==> src/hdl/dfs_pkg.sv <==
// ----------------------------------------------------------------------------
// Delimited field splitter package
// Shared types, register codes and reset values.
// ----------------------------------------------------------------------------
package dfs_pkg;

    localparam int MAX_FIELDS_DEFAULT = 1024;
    localparam int FIELD_INDEX_W      = 10;
    localparam int INDEX_CAP          = 1023;
    localparam int CFG_INDEX_W        = 8;
    localparam int CFG_DATA_W         = 64;
    localparam int S_TDATA_W          = 8;
    localparam int M_TDATA_W          = 24;
    localparam int M_TUSER_W          = 5;

    // Configuration register indexes.
    localparam logic [CFG_INDEX_W-1:0] REG_QUOTE_CHARS = 8'd0;
    localparam logic [CFG_INDEX_W-1:0] REG_HARD_SET    = 8'd1;
    localparam logic [CFG_INDEX_W-1:0] REG_BLANK_SET   = 8'd2;
    localparam logic [CFG_INDEX_W-1:0] REG_ESCAPE_EN   = 8'd3;

    localparam logic [15:0] QUOTE_CHARS_RESET = 16'h2227;
    localparam logic [31:0] HARD_SET_RESET    = 32'h0000_002C;
    localparam logic [63:0] BLANK_SET_RESET   = 64'h0000_0C0A_0D0B_0920;
    localparam logic        ESCAPE_EN_RESET   = 1'b0;

    typedef struct packed {
        logic [15:0] quote_chars;
        logic [31:0] hard_set;
        logic [63:0] blank_set;
        logic        escape_en;
    } dfs_cfg_t;

    typedef struct packed {
        logic blank;
        logic hard;
        logic quote;
    } dfs_class_t;

    typedef struct packed {
        logic [7:0]               out_byte;
        logic                     byte_valid;
        logic                     field_end;
        logic [FIELD_INDEX_W-1:0] field_index;
        logic                     line_done;
        logic                     unterminated_quote;
        logic                     missing_delimiter;
        logic                     last;
    } dfs_result_t;

    typedef struct packed {
        logic [1:0]  count;
        dfs_result_t first;
        dfs_result_t second;
    } dfs_push_t;

endpackage

==> src/hdl/dfs_classify.sv <==
// ----------------------------------------------------------------------------
// Delimited field splitter byte classifier
// Compares one byte against the quote, hard and soft separator slots.
// ----------------------------------------------------------------------------
module dfs_classify (
    input  logic [7:0]        data_byte,
    input  dfs_pkg::dfs_cfg_t cfg,
    output dfs_pkg::dfs_class_t cls
);

    always_comb begin
        cls = '0;
        for (int i = 0; i < 2; i++) begin
            if (cfg.quote_chars[8*i +: 8] != 8'd0 && cfg.quote_chars[8*i +: 8] == data_byte) begin
                cls.quote = 1'b1;
            end
        end
        for (int i = 0; i < 4; i++) begin
            if (cfg.hard_set[8*i +: 8] != 8'd0 && cfg.hard_set[8*i +: 8] == data_byte) begin
                cls.hard = 1'b1;
            end
        end
        for (int i = 0; i < 8; i++) begin
            if (cfg.blank_set[8*i +: 8] != 8'd0 && cfg.blank_set[8*i +: 8] == data_byte) begin
                cls.blank = 1'b1;
            end
        end
    end

endmodule

==> src/hdl/dfs_parser.sv <==
// ----------------------------------------------------------------------------
// Delimited field splitter parser
// Input register, scan state and result generation, one item per cycle while room is set.
// ----------------------------------------------------------------------------
module dfs_parser #(
    parameter int MAX_FIELDS = dfs_pkg::MAX_FIELDS_DEFAULT
) (
    input  logic              aclk,
    input  logic              aresetn,
    input  logic              s_tvalid,
    output logic              s_tready,
    input  logic [7:0]        s_byte,
    input  logic              s_eol,
    input  dfs_pkg::dfs_cfg_t cfg,
    input  logic              room,
    output dfs_pkg::dfs_push_t push
);

    localparam int CW = $clog2(MAX_FIELDS);
    localparam int XW = (CW > dfs_pkg::FIELD_INDEX_W) ? CW : dfs_pkg::FIELD_INDEX_W;

    localparam logic [2:0] M_SKIP       = 3'd0;
    localparam logic [2:0] M_AFTER_SOFT = 3'd1;
    localparam logic [2:0] M_PLAIN      = 3'd2;
    localparam logic [2:0] M_QUOTED     = 3'd3;
    localparam logic [2:0] M_CLOSED     = 3'd4;

    logic          item_valid_reg;
    logic [7:0]    item_byte_reg;
    logic          item_eol_reg;
    logic [2:0]    mode_reg, mode_next;
    logic [7:0]    quote_reg, quote_next;
    logic [CW-1:0] count_reg, count_next;
    logic          fire;
    logic [1:0]    n_res;
    dfs_pkg::dfs_result_t r0, r1;
    dfs_pkg::dfs_class_t  cls;

    function automatic logic [CW-1:0] sat_inc(input logic [CW-1:0] c);
        return (c < CW'(MAX_FIELDS - 1)) ? c + CW'(1) : c;
    endfunction

    function automatic logic [dfs_pkg::FIELD_INDEX_W-1:0] cap(input logic [CW-1:0] c);
        logic [XW-1:0] ext;
        ext = XW'(c);
        return (ext > XW'(dfs_pkg::INDEX_CAP)) ? dfs_pkg::FIELD_INDEX_W'(dfs_pkg::INDEX_CAP)
                                               : ext[dfs_pkg::FIELD_INDEX_W-1:0];
    endfunction

    dfs_classify u_classify (
        .data_byte (item_byte_reg),
        .cfg       (cfg),
        .cls       (cls)
    );

    assign fire     = item_valid_reg && room;
    assign s_tready = !item_valid_reg || fire;

    always_ff @(posedge aclk) begin
        if (!aresetn) begin
            item_valid_reg <= 1'b0;
            mode_reg       <= M_SKIP;
            quote_reg      <= 8'd0;
            count_reg      <= '0;
        end else begin
            item_valid_reg <= (s_tvalid && s_tready) || (item_valid_reg && !fire);
            if (fire) begin
                mode_reg  <= mode_next;
                quote_reg <= quote_next;
                count_reg <= count_next;
            end
        end
    end

    always_ff @(posedge aclk) begin
        if (s_tvalid && s_tready) begin
            item_byte_reg <= s_byte;
            item_eol_reg  <= s_eol;
        end
    end

    always_comb begin
        mode_next  = mode_reg;
        quote_next = quote_reg;
        count_next = count_reg;
        n_res      = 2'd0;
        r0         = '0;
        r1         = '0;
        r0.field_index = cap(count_reg);
        r1.field_index = cap(sat_inc(count_reg));

        if (item_eol_reg) begin
            n_res        = 2'd1;
            r0.line_done = 1'b1;
            if (mode_reg == M_PLAIN || mode_reg == M_CLOSED) begin
                r0.field_end = 1'b1;
            end else if (mode_reg == M_QUOTED) begin
                r0.field_end          = 1'b1;
                r0.unterminated_quote = 1'b1;
            end
            mode_next  = M_SKIP;
            quote_next = 8'd0;
            count_next = '0;
        end else begin
            unique case (mode_reg)
                M_AFTER_SOFT: begin
                    if (cls.blank) begin
                        mode_next = M_AFTER_SOFT;
                    end else if (cls.hard) begin
                        mode_next = M_SKIP;
                    end else if (cls.quote) begin
                        quote_next = item_byte_reg;
                        mode_next  = M_QUOTED;
                    end else begin
                        n_res         = 2'd1;
                        r0.out_byte   = item_byte_reg;
                        r0.byte_valid = 1'b1;
                        mode_next     = M_PLAIN;
                    end
                end
                M_PLAIN: begin
                    n_res = 2'd1;
                    if (cls.blank || cls.hard) begin
                        r0.field_end = 1'b1;
                        count_next   = sat_inc(count_reg);
                        mode_next    = cls.blank ? M_AFTER_SOFT : M_SKIP;
                    end else begin
                        r0.out_byte   = item_byte_reg;
                        r0.byte_valid = 1'b1;
                    end
                end
                M_QUOTED: begin
                    if (item_byte_reg == quote_reg) begin
                        mode_next = M_CLOSED;
                    end else begin
                        n_res         = 2'd1;
                        r0.out_byte   = item_byte_reg;
                        r0.byte_valid = 1'b1;
                    end
                end
                M_CLOSED: begin
                    n_res = 2'd1;
                    if (cfg.escape_en && item_byte_reg == quote_reg) begin
                        r0.out_byte   = item_byte_reg;
                        r0.byte_valid = 1'b1;
                        mode_next     = M_QUOTED;
                    end else if (cls.blank || cls.hard) begin
                        r0.field_end = 1'b1;
                        count_next   = sat_inc(count_reg);
                        mode_next    = cls.blank ? M_AFTER_SOFT : M_SKIP;
                    end else begin
                        // The flagged field end, then this byte opens the next field.
                        r0.field_end         = 1'b1;
                        r0.missing_delimiter = 1'b1;
                        count_next           = sat_inc(count_reg);
                        if (cls.quote) begin
                            quote_next = item_byte_reg;
                            mode_next  = M_QUOTED;
                        end else if (cls.hard) begin
                            n_res        = 2'd2;
                            r1.field_end = 1'b1;
                            count_next   = sat_inc(sat_inc(count_reg));
                            mode_next    = M_SKIP;
                        end else begin
                            n_res         = 2'd2;
                            r1.out_byte   = item_byte_reg;
                            r1.byte_valid = 1'b1;
                            mode_next     = M_PLAIN;
                        end
                    end
                end
                default: begin
                    // Line start or after a hard separator; unused codes act the same.
                    mode_next = M_SKIP;
                    if (!cls.blank) begin
                        if (cls.quote) begin
                            quote_next = item_byte_reg;
                            mode_next  = M_QUOTED;
                        end else if (cls.hard) begin
                            n_res        = 2'd1;
                            r0.field_end = 1'b1;
                            count_next   = sat_inc(count_reg);
                        end else begin
                            n_res         = 2'd1;
                            r0.out_byte   = item_byte_reg;
                            r0.byte_valid = 1'b1;
                            mode_next     = M_PLAIN;
                        end
                    end
                end
            endcase
        end

        r0.last = (n_res == 2'd1);
        r1.last = 1'b1;

        push.count  = fire ? n_res : 2'd0;
        push.first  = r0;
        push.second = r1;
    end

endmodule

==> src/hdl/dfs_out_queue.sv <==
// ----------------------------------------------------------------------------
// Delimited field splitter result queue
// Four-entry shifting queue that takes up to two results per cycle.
// ----------------------------------------------------------------------------
module dfs_out_queue (
    input  logic                 aclk,
    input  logic                 aresetn,
    input  dfs_pkg::dfs_push_t   push,
    output logic                 room,
    output logic                 m_tvalid,
    input  logic                 m_tready,
    output dfs_pkg::dfs_result_t head
);

    localparam int DEPTH = 4;

    dfs_pkg::dfs_result_t q_reg  [DEPTH];
    dfs_pkg::dfs_result_t q_next [DEPTH];
    logic [2:0] count_reg, count_next;
    logic [2:0] base;
    logic       pop;

    assign m_tvalid = (count_reg != 3'd0);
    assign head     = q_reg[0];
    assign pop      = m_tvalid && m_tready;
    // Room for a worst-case item is judged on the registered fill only.
    assign room     = (count_reg <= 3'(DEPTH - 2));

    always_comb begin
        base       = count_reg - {2'd0, pop};
        count_next = base + {1'b0, push.count};
        for (int i = 0; i < DEPTH; i++) begin
            if (pop && i < DEPTH - 1) begin
                q_next[i] = q_reg[i + 1];
            end else begin
                q_next[i] = q_reg[i];
            end
            if (push.count != 2'd0 && base == 3'(i)) begin
                q_next[i] = push.first;
            end
            if (push.count == 2'd2 && base + 3'd1 == 3'(i)) begin
                q_next[i] = push.second;
            end
        end
    end

    always_ff @(posedge aclk) begin
        if (!aresetn) begin
            count_reg <= 3'd0;
        end else begin
            count_reg <= count_next;
        end
    end

    always_ff @(posedge aclk) begin
        for (int i = 0; i < DEPTH; i++) begin
            q_reg[i] <= q_next[i];
        end
    end

endmodule

==> src/hdl/delimited_field_splitter_top.sv <==
// ----------------------------------------------------------------------------
// Delimited field splitter top level
// Splits a byte stream of text lines into field bytes and field ends.
// ----------------------------------------------------------------------------
//  Channel   Direction  Carries
//  s_*       in         one line byte (tdata[7:0]) or end of line (tlast)
//  m_*       out        field byte, field end or line done, with field index
//  cfg_*     in         register writes: index and 64-bit data
//
// One input item is taken per cycle while the result queue has room; an item
// produces zero, one or two results, and the result queue drains one result
// per cycle while m_tready is high. A result passes through the input register,
// then the result queue. aresetn is synchronous and active low; it restores the
// register reset values and the line-start scan state.
// The input stalls only while the result queue holds more than two results.
module delimited_field_splitter_top #(
    parameter int MAX_FIELDS = dfs_pkg::MAX_FIELDS_DEFAULT
) (
    input  logic                              aclk,
    input  logic                              aresetn,
    input  logic                              s_tvalid,
    output logic                              s_tready,
    input  logic [dfs_pkg::S_TDATA_W-1:0]     s_tdata,   // [7:0] data_byte
    input  logic                              s_tlast,   // end_of_line
    output logic                              m_tvalid,
    input  logic                              m_tready,
    output logic [dfs_pkg::M_TDATA_W-1:0]     m_tdata,   // [7:0] out_byte, [17:8] field_index
    output logic [dfs_pkg::M_TUSER_W-1:0]     m_tuser,   // byte_valid, field_end, line_done,
                                                         // unterminated_quote, missing_delimiter
    output logic                              m_tlast,   // last
    input  logic                              cfg_valid,
    output logic                              cfg_ready,
    input  logic [dfs_pkg::CFG_INDEX_W-1:0]   cfg_index,
    input  logic [dfs_pkg::CFG_DATA_W-1:0]    cfg_data
);

    dfs_pkg::dfs_cfg_t    cfg_reg;
    dfs_pkg::dfs_push_t   push;
    dfs_pkg::dfs_result_t head;
    logic                 room;

    assign cfg_ready = 1'b1;

    always_ff @(posedge aclk) begin
        if (!aresetn) begin
            cfg_reg.quote_chars <= dfs_pkg::QUOTE_CHARS_RESET;
            cfg_reg.hard_set    <= dfs_pkg::HARD_SET_RESET;
            cfg_reg.blank_set   <= dfs_pkg::BLANK_SET_RESET;
            cfg_reg.escape_en   <= dfs_pkg::ESCAPE_EN_RESET;
        end else if (cfg_valid && cfg_ready) begin
            unique case (cfg_index)
                dfs_pkg::REG_QUOTE_CHARS: cfg_reg.quote_chars <= cfg_data[15:0];
                dfs_pkg::REG_HARD_SET:    cfg_reg.hard_set    <= cfg_data[31:0];
                dfs_pkg::REG_BLANK_SET:   cfg_reg.blank_set   <= cfg_data;
                dfs_pkg::REG_ESCAPE_EN:   cfg_reg.escape_en   <= cfg_data[0];
                default: begin
                    // Writes beyond the register list are dropped.
                end
            endcase
        end
    end

    dfs_parser #(
        .MAX_FIELDS (MAX_FIELDS)
    ) u_parser (
        .aclk     (aclk),
        .aresetn  (aresetn),
        .s_tvalid (s_tvalid),
        .s_tready (s_tready),
        .s_byte   (s_tdata[7:0]),
        .s_eol    (s_tlast),
        .cfg      (cfg_reg),
        .room     (room),
        .push     (push)
    );

    dfs_out_queue u_queue (
        .aclk     (aclk),
        .aresetn  (aresetn),
        .push     (push),
        .room     (room),
        .m_tvalid (m_tvalid),
        .m_tready (m_tready),
        .head     (head)
    );

    assign m_tdata = {6'd0, head.field_index, head.out_byte};
    assign m_tuser = {head.missing_delimiter, head.unterminated_quote, head.line_done,
                      head.field_end, head.byte_valid};
    assign m_tlast = head.last;

endmodule

==> config.mk <==
export PLATFORM = sky130hd
export DESIGN_NAME = delimited_field_splitter_top
export DESIGN_NICKNAME = d
export VERILOG_FILES = /design/src/hdl/dfs_pkg.sv /design/src/hdl/dfs_classify.sv /design/src/hdl/dfs_parser.sv /design/src/hdl/dfs_out_queue.sv /design/src/hdl/delimited_field_splitter_top.sv
export SDC_FILE = /design/constraint.sdc
export NUM_CORES = 1
export LEC_CHECK = 0
export BUFFER_PORTS_ARGS = -buffer_cell sky130_fd_sc_hd__buf_2
export CORE_UTILIZATION = 50
export DETAILED_ROUTE_END_ITERATION = 8
export HOLD_SLACK_MARGIN = 0.08
export PLACE_DENSITY = 0.69
export SKIP_CTS_REPAIR_TIMING = 1
export SLEW_MARGIN = 20
export SYNTH_ARGS = -nofsm -noshare
export SYNTH_HDL_FRONTEND = slang
export SYNTH_SLANG_ARGS = --single-unit
export TNS_END_PERCENT = 20
==> constraint.sdc <==
create_clock -name aclk -period 8.3 [get_ports aclk]
set_input_delay 1.66 -clock aclk [delete_from_list [all_inputs] [get_ports aclk]]
set_output_delay 1.66 -clock aclk [all_outputs]
set_load 0.01 [all_outputs]
; After elaboration in Yosys (flattened, before gate mapping)
; Memories as Yosys holds them, arrays and structs flattened.
; Cells that the tools add are included.
[word_totals]
out_inout_bits = 33
word_cells = 224
mem_bits_rw = 96
ff_bits = 147
n_memories = 1
[memory_table]
columns = name, words, width, rd, rd_ports_with_merged_regs, wr, line_no
row1 = u_queue.q_reg, 4, 24, 4, 0, 4, dfs_out_queue.sv:17  ; dfs_pkg::dfs_result_t q_reg [DEPTH];
[classes]
add_sub_neg = 5
reduce_logical = 62
order_cmp = 5
mux = 99
n_eq_ne = 41
[op_table]
columns = operator, n
row1 = 24-bit two-way mux, 11
row2 = 10-bit two-way mux, 19
row3 = 8-bit == test, 15
row4 = 8-bit nonzero test, 14
row5 = 9-bit two-way mux, 8
row6 = 8-bit two-way mux, 7
row7 = 9-bit case mux with 4 select lines, 1
row8 = 1-bit two-way mux, 30
row9 = 10-bit case mux with 3 select lines, 1
row10 = 1-bit logical AND, 27
row11 = 3-bit two-way mux, 9
row12 = 8-bit case mux with 3 select lines, 1
row13 = "3-bit by 2-bit inequality test with 1-bit output, second input constant", 7
row14 = "10-bit by 1-bit adder with 10-bit output, second input constant", 2
row15 = "10-bit greater-than comparator, second input constant", 2
row16 = "10-bit less-than comparator, second input constant", 2
row17 = "3-bit by 2-bit == test with 1-bit output, second input constant", 6
row18 = 2-bit two-way mux, 9
row19 = "8-bit by 2-bit == test with 1-bit output, second input constant", 2
row20 = 7-bit AND reduction, 2
row21 = 3-bit case mux with 4 select lines, 1
row22 = "3-bit by 1-bit == test with 1-bit output, second input constant", 3
row23 = "8-bit by 1-bit == test with 1-bit output, second input constant", 1
row24 = 8-bit logical NOT, 1
row25 = other kinds (20), 31

; Logic depth before layout (Yosys ltp)
; Gate-level depths: netlist (run 1).
[logic_depth]
word_depth = 20
depth_mapped = 14
depth_no_buf = 12

; Modules after synthesis
; Synthesis (run 1) repeated with hierarchy kept, for this count alone.
[hier_totals]
hier_cells = 1477
area_unflattened_um2 = 13905.8
[modules_own_cells]
columns = module, instances, area_each_um2, cells_each, seq_area_each_um2
row1 = dfs_out_queue, 1, 5621.6, 538, 2942.8
row2 = delimited_field_splitter_top, 1, 4560.6, 465, 2262.2
row3 = dfs_parser, 1, 2090.8, 263, 710.7
row4 = dfs_classify, 1, 1632.8, 211, 0.0

; Least setup slack after synthesis (run 1)
; No wires, ideal clock.
[synth_path]
kind = in2reg
from = input port m_tready
to = memory u_queue.q_reg[1][10] in the netlist's numbering (enable)
setup_time_ps = 400
path_buffers = 1
cell_stages = 11
arrival_time_ps = 4001
slack_ps = 3899
path_cell_list = nand2_1 -> inv_2 -> ha_1 -> ha_1 -> nor2_1 -> ha_1 -> and3_1 -> and3_1 -> buf_6 -> nor2_2 -> nand2_1
[synth_rtl]
columns = item, line_no
row1 = from (decl), delimited_field_splitter_top.sv:26  ; input logic m_tready,
row2 = to (decl), dfs_out_queue.sv:17

==> flow_summary.yaml, run 1 <==
timing:
  setup_viol: 0
  fin_tns_setup_ps: 0
  drv_slew: 0
  finalCritPeriodShare_pct: 64.4
  skew_ps: 9.44
  max_slew_margin_pct: 31.2
  max_freq_ghz: 0.187
  tightest_slew_ps: 1030
  min_period_ps: 5350
  hold_viol_final: 0
  rsz0062_at_grt: "no"
placed_design:
  portBuffers: 111
  place.gp.congestion: 0.894
  dp_hpwl_mm: 19.3
  dp.cells: 1667
pwr:
  ir_worst_vdd_mv: 0.185
  p_seq_share_pct: 44.6
  p_sw_mw: 1.00
  p_leak_nw: 5.25
  combPwrFrac_pct: 22.3
  p_per_area_mw_per_mm2: 253
  clockPowerShare_pct: 33.1
  swShare_pct: 28.9
  p_int_mw: 2.47
die:
  dieArea_sq_mm: 0.0253
  start_util_pct: 50.8
  boundaryPins: 119
  coreArea_sq_mm: 0.0242
  die_h_um: 159
  die_x_um: 159
  placementRows: 57
critical_path:
  worstSetupPathType: "input port to register"
  endpoint_kind: "register"
  path_common_cell: "nand2_1"
  critPathMaxFanout: 20
  worstSetupStartpointType: "input port"
  slowest_delay_ps: 790
  critPathSlowestCell: "a21boi_1"
  worst-endpoint-required_ps: 8460
  cp_cell_sequence: "buf_2 -> nand2_1 -> inv_2 -> ha_1 -> ha_1 -> xnor2_1 -> nand2_1 -> nor3_1 -> a21boi_1 -> nor2_2 -> nand2_1"
  crit_arrival_ps: 5510
routing:
  routed_via_density: 5.49
  drt.antenna.violating_nets: 0
  drt_iter0_markers: 589
  route.vias.total: 9425
  wire_per_inst_um: 16.4
  drc: 0
  drt_pass1_iterations: 5
  drt-total-wl_mm: 28.2
global_routing:
  grt_max_degree: 107
  grtUsageTotal_pct: 22.1
  antenna_found_initial: 2
  grt_overflow: 0
  grt_pass1_vias: 8844
  grt_pass1_wl_mm: 45.7
synth:
  async_flop_share_pct: 0
  syn_inst: 1314
  synth_warnings: 0
  ys_ff_latch: 243
  ys_seq_area_share_pct: 46.8
  synth_area_sq_mm: 0.0123
  syn_avg_cell_area_sq_um: 9.37
  synthFlopType: "dfxtp_1"
  ys_types: 67
  synth_edf_count: 89
status:
  status: "completed"
worst_hold_path:
  hold_path_class: "register to register"
layout:
  utilization_pct: 56.6
  largest_reg_flops: 113
  stdcell_count: 1717
  nets: 1464
  layout-drive-gt1-share_pct: 14.7
  area_growth_pct: 11.5
clock_tree:
  cts_root_buffer: "clkbuf_16"
  cts_max_path_buffers: 3
  h-tree-depth: 1
  clk_pin_slew_ps: 60
  clk_latency_ps: 530
  cts_inserted_buffers: 26
  clock_sinks: 243
  cts_tree: "yes"
flow_run:
  drv_cap: 0
==> stage by stage <==
stage	hold slack (ps)	area [sq um]	setup slack, ps	power, mW
finish	488	13700	2950	3.47
global route	516	13700	2710	3.64
detailed placement	480	12900	2490	2.34
floorplan	455	12300	3900	2.14
global placement	471	12900	2740	2.32
CTS	490	13700	3020	3.49
==> path summary, 6_finish.rpt <==
| check | start | cells past startpoint | to | slack, ps |
|---|---|---|---|---|
| min | cfg_reg[77] | 2 | cfg_reg[77] | 490 |
| max | m_tready | 11 | u_queue.q_reg[0][21] | 2950 |
| max reg2reg | u_queue.count_reg[0] | 11 | u_queue.q_reg[0][21] | 3440 |
| min reg2reg | cfg_reg[77] | 2 | cfg_reg[77] | 490 |
==> cell families after synthesis <==
logic type | Yosys count | share of synthesized area, %
flip-flops | 243 | 46.8
buffers and inverters | 114 | 4.90
other | 2 | 0.0610
AND/OR/NAND/NOR | 502 | 19.2
AO/OA/AOI/OAI | 290 | 16.8
XOR/XNOR | 122 | 8.68
adder cells (fa/ha/maj) | 8 | 0.854
multiplexers | 33 | 2.69
==> layer usage <==
layer	global-route usage, %	routed length [um]
met5	0	0
met4	6.99	681
met3	3.63	1590
met2	36.8	13200
met1	29.3	12800
==> layout make-up <==
class	count	area, sq um
clock inverters	13	133
diodes	2	5.00
fillers	2165	10500
repair buffers	125	663
flip-flops and latches	243	5760
multi-input cells	962	5990
clock buffers	35	727
well taps	324	405
inverters	13	48.8
==> critical path: cells and delay by family <==
family / cells / cell delay (ps)
AO/OA/AOI/OAI: 1 / 790
buffers and inverters: 2 / 340
XOR/XNOR: 1 / 320
AND/OR/NAND/NOR: 5 / 1910
adder cells (fa/ha/maj): 2 / 470
==> power by group through the flow <==
stage               logic [mW]  clock network [mW]  registers [mW]
floorplan                0.551                   0            1.59
global route             0.858                1.22            1.56
global placement         0.747                   0            1.57
CTS                      0.776                1.17            1.55
finish                   0.773                1.15            1.55
detailed placement       0.772                   0            1.57
==> layout by cell type (no fill, tap or decap), types with 6 or more instances in the layout <==
master	instances
a211oi_1	21
a21boi_0	84
a21o_1	7
a21oi_1	40
a22o_1	24
a22oi_1	26
and2_1	10
and3_1	10
buf_2	110
buf_4	15
clkbuf_16	26
conb_1	7
dfxtp_1	154
edfxtp_1	89
ha_1	6
inv_1	10
mux2i_1	32
nand2_1	261
nand3_1	48
nand4_1	14
nor2_1	45
nor2b_1	29
nor3_1	14
nor4_1	39
o211ai_1	13
o21ai_0	35
xnor2_1	25
xor2_1	97
==> synth_stat cells, types with 26 or more instances <==
master | count | area (sq um)
nand2_1 | 262 | 983
dfxtp_1 | 154 | 3080
xor2_1 | 97 | 850
edfxtp_1 | 89 | 2670
a21boi_0 | 84 | 631
clkbuf_1 | 53 | 199
nand3_1 | 48 | 240
nor2_1 | 46 | 173
a21oi_1 | 40 | 200
nor4_1 | 39 | 244
o21ai_0 | 35 | 175
mux2i_1 | 32 | 320
nor2b_1 | 30 | 188
a22oi_1 | 26 | 195
Power figures use the tool's default switching activity.
==> run 2, diff against run 1 <==
==> constraint.sdc (replaced) <==
create_clock -name aclk -period 5.47 [get_ports aclk]
set_input_delay 1.094 -clock aclk [delete_from_list [all_inputs] [get_ports aclk]]
set_output_delay 1.094 -clock aclk [all_outputs]
set_load 0.01 [all_outputs]
==> run 2 against run 1 <==
Compared with the run above:
- clock-buffer cell count is 5 higher
- final cell count increased by 0.35%
- total power grew 53%
- critical path depth shrank 1
- register-to-register slack got worse by 2200 ps
- via count up 1.6%
- clock skew grew 1.5 ps
- sequential share of layout area is 0.21 points lower
- wire length grew 3.5%
- die area unchanged
- critical endpoint is now u_queue.q_reg[0][22]
- highest routed layer unchanged
==> flow_summary.yaml, run 2 (same netlist as run 1, synthesis figures left out) <==
critical_path:
  endpoint_kind: "register"
  cp_cell_sequence: "buf_4 -> xor2_1 -> a2111oi_0 -> o211ai_1 -> o21ai_2 -> nor3_4 -> and2_1 -> and4_4 -> nor2_2 -> nand2_1"
  critPathSlowestCell: "edfxtp_1"
  worstSetupPathType: "register to register"
  worst-endpoint-required_ps: 5620
  worstSetupStartpointType: "register"
  critPathMaxFanout: 24
  slowest_delay_ps: 830
  crit_arrival_ps: 4340
  critical-path-top-delay-family: "simple AND/OR/NAND/NOR gates"
  crit_buf_inv: 1
pwr:
  ir_worst_vdd_mv: 0.270
  p_per_area_mw_per_mm2: 385
  p_leak_nw: 5.29
layout:
  layout_commonest_cell: "nand2_1"
  nets: 1472
  diodes: 0
  largest_reg_flops: 113
  fill_cells: 2198
  multi_input_comb_area_sq_mm: 0.00599
  seq_area_sq_mm: 0.00576
  design_area_sq_mm: 0.0138
  layout_common_cells: "nand2_1 (261), dfxtp_1 (154), buf_2 (110)"
  area_growth_pct: 12.1
  layout-drive-gt1-share_pct: 15.0
die:
  dieArea_sq_mm: 0.0253
  boundaryPins: 119
  placementRows: 57
  coreArea_sq_mm: 0.0242
  start_util_pct: 50.8
  die_h_um: 159
  die_x_um: 159
placed_design:
  portBuffers: 111
  place.gp.congestion: 0.915
  place_area_sq_mm: 0.0129
  dp_hpwl_mm: 20.4
timing:
  skew_ps: 10.9
  max_slew_margin_pct: 25.9
  rsz0062_at_grt: "no"
  finalCritPeriodShare_pct: 76.7
  setup_viol: 0
  max_freq_ghz: 0.238
  tightest_slew_ps: 1110
  min_period_ps: 4200
  fin_tns_setup_ps: 0
  hold_viol_final: 0
  drv_slew: 0
routing:
  drt.antenna.violating_nets: 0
  route.vias.total: 9576
  routed_via_density: 5.56
  drt-total-wl_mm: 29.2
  wire_per_inst_um: 16.9
  drt_iter0_markers: 613
  drc: 0
  drt_pass1_iterations: 6
global_routing:
  grtUsageTotal_pct: 23.0
  grt_max_degree: 105
  grt_pass1_wl_mm: 47.1
  antenna_found_initial: 0
  grt_pass1_vias: 8982
  grt_overflow: 0
clock_tree:
  h-tree-depth: 1
  cts_root_buffer: "clkbuf_16"
  clk_pin_slew_ps: 60
  clk_latency_ps: 520
  cts_max_path_buffers: 3
  cts_tree: "yes"
  cts_inserted_buffers: 26
  clock_sinks: 243
worst_hold_path:
  hold_path_class: "register to register"
status:
  status: "completed"
flow_run:
  drv_cap: 0
==> run 2: path summary, 6_finish.rpt <==
path,slack [ps],to,cells after the start,startpoint
setup / recovery,1270,u_queue.q_reg[0][22],10,u_parser.item_byte_reg[2]
hold / removal,480,cfg_reg[85],2,cfg_reg[85]
setup reg to reg,1270,u_queue.q_reg[0][22],10,u_parser.item_byte_reg[2]
hold reg to reg,480,cfg_reg[85],2,cfg_reg[85]
==> run 2: layer usage <==
metal | vias up | GRT usage [%] | routed length (um)
li1 | 4769 | - | -
met1 | 4502 | 31.1 | 13200
met2 | 259 | 38.0 | 13600
met3 | 46 | 3.50 | 1610
met4 | 0 | 7.08 | 757
met5 | - | 0 | 0
==> run 2: cell type report <==
type                       instances  area share [%]
inverter                          13           0.354
sequential                       243            41.7
tap                              324            2.94
clock inverter                     8           0.662
clock buffer                      40            5.69
timing repair buffer             133            5.24
multi-input combinational        962            43.4
==> run 2: stage by stage <==
stage / power [mW] / utilization (%) / instances / worst slack (ps) / hold WS, ps
global placement: 3.55 / 53.3 / 1675 / 1060 / 470
CTS: 5.34 / 56.9 / 1723 / 1280 / 484
finish: 5.31 / 56.9 / 1723 / 1270 / 482
detailed placement: 3.58 / 53.3 / 1675 / 952 / 478
floorplan: 3.25 / - / 1319 / 1630 / 455
global route: 5.55 / 56.9 / 1723 / 886 / 509
==> run 2: where the power goes <==
group / internal [mW] / switching (mW) / total [mW]
clock: 1.08 / 0.690 / 1.77
sequential: 2.26 / 0.103 / 2.37
combinational: 0.470 / 0.702 / 1.17
total: 3.81 / 1.50 / 5.31
==> run 2: worst min-delay path, stage by stage, from the launching register on <==
cell	delay [ps]
dfxtp_1	310
nand2_1	50
a21boi_0	60
